[src/cfb_pkg.sv]
`timescale 1ns / 1ps
// ----------------------------------------------------------------------------
// cfb_pkg
// Shared types, constants and the byte-wise CRC-16/MODBUS update for the
// four-channel frame builder.
// ----------------------------------------------------------------------------
package cfb_pkg;

  localparam int unsigned NUM_CH      = 4;
  localparam int unsigned SAMPLE_W    = 16;
  localparam int unsigned DATA_LEN    = 8;   // sample bytes per frame
  localparam int unsigned FRAME_LEN   = 10;  // sample bytes plus two CRC bytes
  localparam int unsigned SAMPLES_W   = NUM_CH * SAMPLE_W;
  localparam int unsigned FRAME_W     = FRAME_LEN * 8;
  localparam int unsigned CNT_W       = 4;

  localparam logic [15:0] CRC_INIT = 16'hFFFF;
  localparam logic [15:0] CRC_POLY = 16'hA001;
  localparam logic [CNT_W-1:0] LAST_IDX = CNT_W'(FRAME_LEN - 1);

  // Samples traveling down the CRC pipeline with the running CRC
  typedef struct packed {
    logic [SAMPLES_W-1:0] samples;
    logic [15:0]          crc;
  } stage_t;

  // One byte through the reflected CRC: eight LSB-first shift/xor steps
  function automatic logic [15:0] crc16_byte(input logic [15:0] crc_in,
                                             input logic [7:0]  data);
    logic [15:0] c;
    c = crc_in ^ {8'h00, data};
    for (int k = 0; k < 8; k++) begin
      if (c[0]) begin
        c = (c >> 1) ^ CRC_POLY;
      end else begin
        c = c >> 1;
      end
    end
    return c;
  endfunction

endpackage

[src/cfb_crc_pipe.sv]
`timescale 1ns / 1ps
// ----------------------------------------------------------------------------
// cfb_crc_pipe
// Eight-stage elastic pipeline; stage k folds sample byte k into the CRC.
// ----------------------------------------------------------------------------
module cfb_crc_pipe (
  input  logic                                clk,
  input  logic                                rst_n,
  input  logic                                in_vld,
  output logic                                in_rdy,
  input  logic [cfb_pkg::SAMPLES_W-1:0]       in_samples,
  output logic                                out_vld,
  input  logic                                out_rdy,
  output cfb_pkg::stage_t                     out_stage
);

  localparam int unsigned NSTG = cfb_pkg::DATA_LEN;

  cfb_pkg::stage_t stg_r [NSTG];
  logic [NSTG-1:0] vld_r;
  logic [NSTG:0]   rdy;

  // Backpressure: a stage takes new data when empty or when it drains
  assign rdy[NSTG] = out_rdy;

  genvar k;
  generate
    for (k = 0; k < NSTG; k++) begin : g_stage
      logic            prv_vld;
      cfb_pkg::stage_t prv;
      logic [15:0]     crc_nxt;

      assign rdy[k] = !vld_r[k] || rdy[k+1];

      if (k == 0) begin : g_first
        assign prv_vld = in_vld;
        assign prv     = '{samples: in_samples, crc: cfb_pkg::CRC_INIT};
      end else begin : g_rest
        assign prv_vld = vld_r[k-1];
        assign prv     = stg_r[k-1];
      end

      assign crc_nxt = cfb_pkg::crc16_byte(prv.crc, prv.samples[8*k +: 8]);

      // Valid bit
      always_ff @(posedge clk) begin
        if (!rst_n) begin
          vld_r[k] <= 1'b0;
        end else if (rdy[k]) begin
          vld_r[k] <= prv_vld;
        end
      end

      // Payload
      always_ff @(posedge clk) begin
        if (rdy[k] && prv_vld) begin
          stg_r[k].samples <= prv.samples;
          stg_r[k].crc     <= crc_nxt;
        end
      end
    end
  endgenerate

  assign in_rdy    = rdy[0];
  assign out_vld   = vld_r[NSTG-1];
  assign out_stage = stg_r[NSTG-1];

endmodule

[src/four_channel_crc16_frame_builder_top.sv]
`timescale 1ns / 1ps
// ----------------------------------------------------------------------------
// four_channel_crc16_frame_builder_top
// Builds a 10-byte frame of four 16-bit samples plus CRC-16/MODBUS.
// ----------------------------------------------------------------------------
// Usage:
//   Input stream (in_*): one transaction carries four channel samples.
//   Output stream (out_*): ten byte transactions per input, channel 0 low
//   byte first, each sample low then high byte, then CRC low and CRC high;
//   out_tlast marks the CRC high byte.
//   Path: each input transaction passes through the eight CRC stages (one
//   sample byte each), then the serializer loads it into the shift register
//   that presents the first byte of the frame.
//   Output: the one-byte port sends each frame byte by byte; the next frame
//   loads in the cycle its predecessor's last byte leaves, so frames follow
//   with no gap. Up to eight more sample sets queue in the CRC pipeline
//   while a frame is being sent.
//   Reset (rst_n low, synchronous) empties the pipeline and the serializer.
//   A stalled receiver holds the current byte; the pipeline fills and then
//   in_tready drops; nothing is lost or repeated.
// ----------------------------------------------------------------------------
module four_channel_crc16_frame_builder_top (
  input  logic        clk,
  input  logic        rst_n,
  input  logic        in_tvalid,
  output logic        in_tready,
  input  logic [63:0] in_tdata,   // channel_0[15:0], channel_1, channel_2, channel_3
  output logic        out_tvalid,
  input  logic        out_tready,
  output logic [7:0]  out_tdata,  // frame_byte[7:0]
  output logic        out_tlast   // frame_end
);

  logic                     pipe_vld;
  logic                     pipe_rdy;
  cfb_pkg::stage_t          pipe_stage;

  logic                     busy_r;
  logic [cfb_pkg::FRAME_W-1:0] shift_r;
  logic [cfb_pkg::CNT_W-1:0]   cnt_r;
  logic [cfb_pkg::CNT_W-1:0]   cnt_nxt;
  logic                     out_hs;
  logic                     load;

  // CRC pipeline
  cfb_crc_pipe u_crc_pipe (
    .clk        (clk),
    .rst_n      (rst_n),
    .in_vld     (in_tvalid),
    .in_rdy     (in_tready),
    .in_samples (in_tdata),
    .out_vld    (pipe_vld),
    .out_rdy    (pipe_rdy),
    .out_stage  (pipe_stage)
  );

  // Serializer control
  assign out_hs   = busy_r && out_tready;
  assign pipe_rdy = !busy_r || (out_tready && out_tlast);
  assign load     = pipe_vld && pipe_rdy;
  assign cnt_nxt  = cnt_r + {{(cfb_pkg::CNT_W-1){1'b0}}, 1'b1};

  always_ff @(posedge clk) begin
    if (!rst_n) begin
      busy_r <= 1'b0;
      cnt_r  <= '0;
    end else if (load) begin
      busy_r <= 1'b1;
      cnt_r  <= '0;
    end else if (out_hs) begin
      busy_r <= !out_tlast;
      cnt_r  <= out_tlast ? '0 : cnt_nxt;
    end
  end

  // Frame shift register, byte 0 in the low bits
  always_ff @(posedge clk) begin
    if (load) begin
      shift_r <= {pipe_stage.crc, pipe_stage.samples};
    end else if (out_hs) begin
      shift_r <= shift_r >> 8;
    end
  end

  assign out_tvalid = busy_r;
  assign out_tdata  = shift_r[7:0];
  assign out_tlast  = (cnt_r == cfb_pkg::LAST_IDX);

  // Assertions
  a_cnt_range: assert property (@(posedge clk) disable iff (!rst_n)
    cnt_r <= cfb_pkg::LAST_IDX)
    else $error("byte counter beyond frame length");

  a_load_start: assert property (@(posedge clk) disable iff (!rst_n)
    load |=> (out_tvalid && cnt_r == '0))
    else $error("frame load did not start at byte 0");

  a_mid_frame: assert property (@(posedge clk) disable iff (!rst_n)
    (out_hs && !out_tlast) |=> (out_tvalid && cnt_r == $past(cnt_nxt)))
    else $error("frame dropped before its last byte");

  a_idle_clean: assert property (@(posedge clk) disable iff (!rst_n)
    !busy_r |-> (cnt_r == '0))
    else $error("idle serializer holds a byte count");

endmodule
[config.mk]
export PLATFORM = sky130hd
export DESIGN_NAME = four_channel_crc16_frame_builder_top
export DESIGN_NICKNAME = d
export VERILOG_FILES = /design/src/cfb_pkg.sv /design/src/cfb_crc_pipe.sv /design/src/four_channel_crc16_frame_builder_top.sv
export SDC_FILE = /design/constraint.sdc
export NUM_CORES = 1
export LEC_CHECK = 0
export BUFFER_PORTS_ARGS = -buffer_cell sky130_fd_sc_hd__buf_2
export CORE_ASPECT_RATIO = 1.2
export CORE_UTILIZATION = 61
export CTS_CLUSTER_DIAMETER = 80
export DETAILED_ROUTE_END_ITERATION = 10
export GPL_TIMING_DRIVEN = 0
export PLACE_DENSITY_LB_ADDON = 0.12
export SYNTH_ARGS = -nofsm -noshare
export SYNTH_HDL_FRONTEND = slang
export SYNTH_HIERARCHICAL = 1
export SYNTH_SLANG_ARGS = --single-unit
[constraint.sdc]
create_clock -name clk -period 10.5 [get_ports clk]
set_clock_uncertainty 0.2 [all_clocks]
set_input_delay 2.1 -clock clk [delete_from_list [all_inputs] [get_ports clk]]
set_output_delay 2.1 -clock clk [all_outputs]
set_load 0.05 [all_outputs]
==> reports/metrics.cfg <==
[sta]
min_period_ns = 6.036
tns_ns = 0
finalHoldViolations = 0
max_freq_mhz = 165.7
slew_headroom_pct = 42.25
final_max_slew_viol_count = 0
rsz0062_at_grt = false
fin_crit_sh_pct = 57.48
finalSetupViolations = 0
tightestPinTransition_ns = 0.8640
timing.hold.ws_ns = 0.2069

[logic_synthesis]
yosysSeqAreaShare_pct = 86.46
syn_nets = 1103
synth-edff-count = 714
ys_ff_latch = 727
avgSynthCellArea_um2 = 24.25
ys_warn_count = 6
ys_types = 39
synth_ff_type = edfxtp_1
syn_inst = 1035
async_flop_share_pct = 0
netlist_area_um2 = 25100

[flow_run]
cap_violations = 0

[route]
ant_nets = 0
drtIter0Drc = 497
totalWireLength_um = 31890
routedWlPerCell_um = 17.85
dr.pass1.iters = 6
drc_errors = 0
viasPerCell = 4.994
vias = 8924

[power]
p_per_area_nw_per_um2 = 196.2
pwr-share-clk_pct = 39.1
ir_drop_mv = 0.1480
pwr-share-comb_pct = 3.0
swShare_pct = 18.53
p_seq_share_pct = 57.9
p_sw_mw = 1.041
p_int_mw = 4.577
p_leak_nw = 9.521

[clock_tree]
clockBufferDepth = 3
numCtsBuffers = 67
post-cts-setup-buffers = 0
clock-sinks = 727
cts-hold-fix-buffers = 0
clk_latency_ns = 0.58
cts_tree = built
clk_pin_slew_ns = 0.06
cts_resized = 0
root_buffer = clkbuf_16
cts_max_level = 3

[place]
io_buffer_count = 78
globalplace.congestion = 0.7379
dpl_cell_area_um2 = 26630
dp_cells = 1670
hpwl_um = 20360

[global_routing]
grt_pass1_wl_um = 49470
grt_remaining_overflow = 0
grt_max_degree = 75
grt_use_met1_pct = 21.03
met2_usage_pct = 26.03
grt_pass1_vias = 9025
grt_util_met3_pct = 3.133
antenna_found_initial = 0
grt.total_usage_pct = 15.84
top_usage_layer = met2

[critical_path]
cp-end-kind = output pin
worstSetupPathType = input port to output pin
crit_arrival_ns = 3.74
path_max_fanout = 6
worstSetupStartpointType = input port
cp.required_ns = 8.20

[layout]
area_growth_pct = 14.06
most-common-layout-cells = edfxtp_1 (714), xnor2_1 (86), buf_2 (79)
nets = 1268
antenna-diode-count = 0
drive_gt1_share_pct = 23.96
final_common_cell = edfxtp_1
fin_area_um2 = 28630
final_cells = 1787
fillers = 2351

[status]
status = complete, no violations

[floorplan]
dieArea_um2 = 41960
pin_count = 79
core_area_um2 = 40640
chipWidth_um = 187.2
die_h_um = 224.2
start_util_pct = 61.76
fp-row-count = 81

[hold_path]
hp-class = flop to flop

-- area by class of cell --
cell class | count | area, um2 | area share [%]
Inverter | 8 | 30.03 | 0.1049
Buffer | 17 | 209.0 | 0.7299
Clock buffer | 89 | 1802 | 6.294
Tap cell | 539 | 674.4 | 2.356
Clock inverter | 28 | 190.2 | 0.6644
Timing Repair Buffer | 96 | 788.3 | 2.754
Multi-Input combinational cell | 283 | 3232 | 11.29
Sequential cell | 727 | 21700 | 75.81
-- stage by stage --
stage               worst slack (ns)  total power [mW]  util, %
global route                   4.340             5.803    70.44
finish                         4.464             5.618    70.44
CTS                            4.458             5.680    70.44
floorplan                      1.128             3.435        -
detailed placement             4.492             3.483    65.54
global placement              -1.670             3.478    64.38
-- synthesized netlist by cell type, types with 2 or more instances --
cell type	instances	area, um2
xor2_1	39	341.6
a21oi_1	5	25.02
edfxtp_1	714	21440
buf_12	7	140.1
xnor2_2	7	113.9
mux2_2	13	146.4
dfxtp_1	13	260.3
xor2_2	5	81.33
a21boi_0	4	30.03
xor3_2	2	50.05
mux2_4	59	885.9
o21a_1	5	37.54
xnor3_2	4	95.09
inv_1	8	30.03
nand2_1	2	7.510
and2_1	10	62.56
buf_4	8	60.06
nor2b_1	11	68.82
xnor3_1	14	315.3
xnor2_1	86	753.2
-- final timing paths --
check | from | to | slack (ns) | cells past startpoint
worst min-delay path | u_crc_pipe/stg_r[1][35]$_DFFE_PP_ | u_crc_pipe/stg_r[1][115]$_DFFE_PP_ | 0.21 | 0
worst min register to register | u_crc_pipe/stg_r[1][35]$_DFFE_PP_ | u_crc_pipe/stg_r[1][115]$_DFFE_PP_ | 0.21 | 0
worst max-delay path | out_tready | in_tready | 4.46 | 7
worst max register to register | cnt_r[0]$_SDFFE_PP0P_ | u_crc_pipe/stg_r[0][185]$_DFFE_PP_ | 7.21 | 8
-- worst max-delay path, stage by stage --
cell	delay (ns)
buf_2	0.14
a21boi_0	0.22
inv_1	0.09
and4b_1	0.50
and2_1	0.33
nand2_1	0.12
buf_2	0.22
-- state kept, by name, indices dropped and copies added, names as in the netlist --
| name | flops |
|---|---|
| u_crc_pipe/stg_r | 634 |
| shift_r | 80 |
| u_crc_pipe/g_stage.prv_vld | 7 |
| cnt_r | 4 |
| out_tvalid | 1 |
| u_crc_pipe/out_vld | 1 |
-- kinds of logic after synthesis --
kind of cell | count (synthesis) | share of synthesized area, %
flops | 727 | 86.46
xor+xnor | 157 | 6.974
mux | 72 | 4.113
simple gates | 34 | 0.8825
buf+inv | 25 | 0.9522
compound gates | 20 | 0.6132
-- routing by layer --
metal | wire length, um | up-vias
li1 | - | 4330
met1 | 14020 | 4374
met4 | 712 | 0
met2 | 15980 | 162
met5 | 0 | -
met3 | 1175 | 58
-- power by group through the flow --
stage,clock network (mW),registers [mW],logic [mW]
detailed placement,0,3.32,0.168
CTS,2.26,3.25,0.170
floorplan,0,3.32,0.120
global placement,0,3.32,0.155
finish,2.20,3.25,0.166
global route,2.37,3.26,0.180
(Power assumes the default switching activity.)
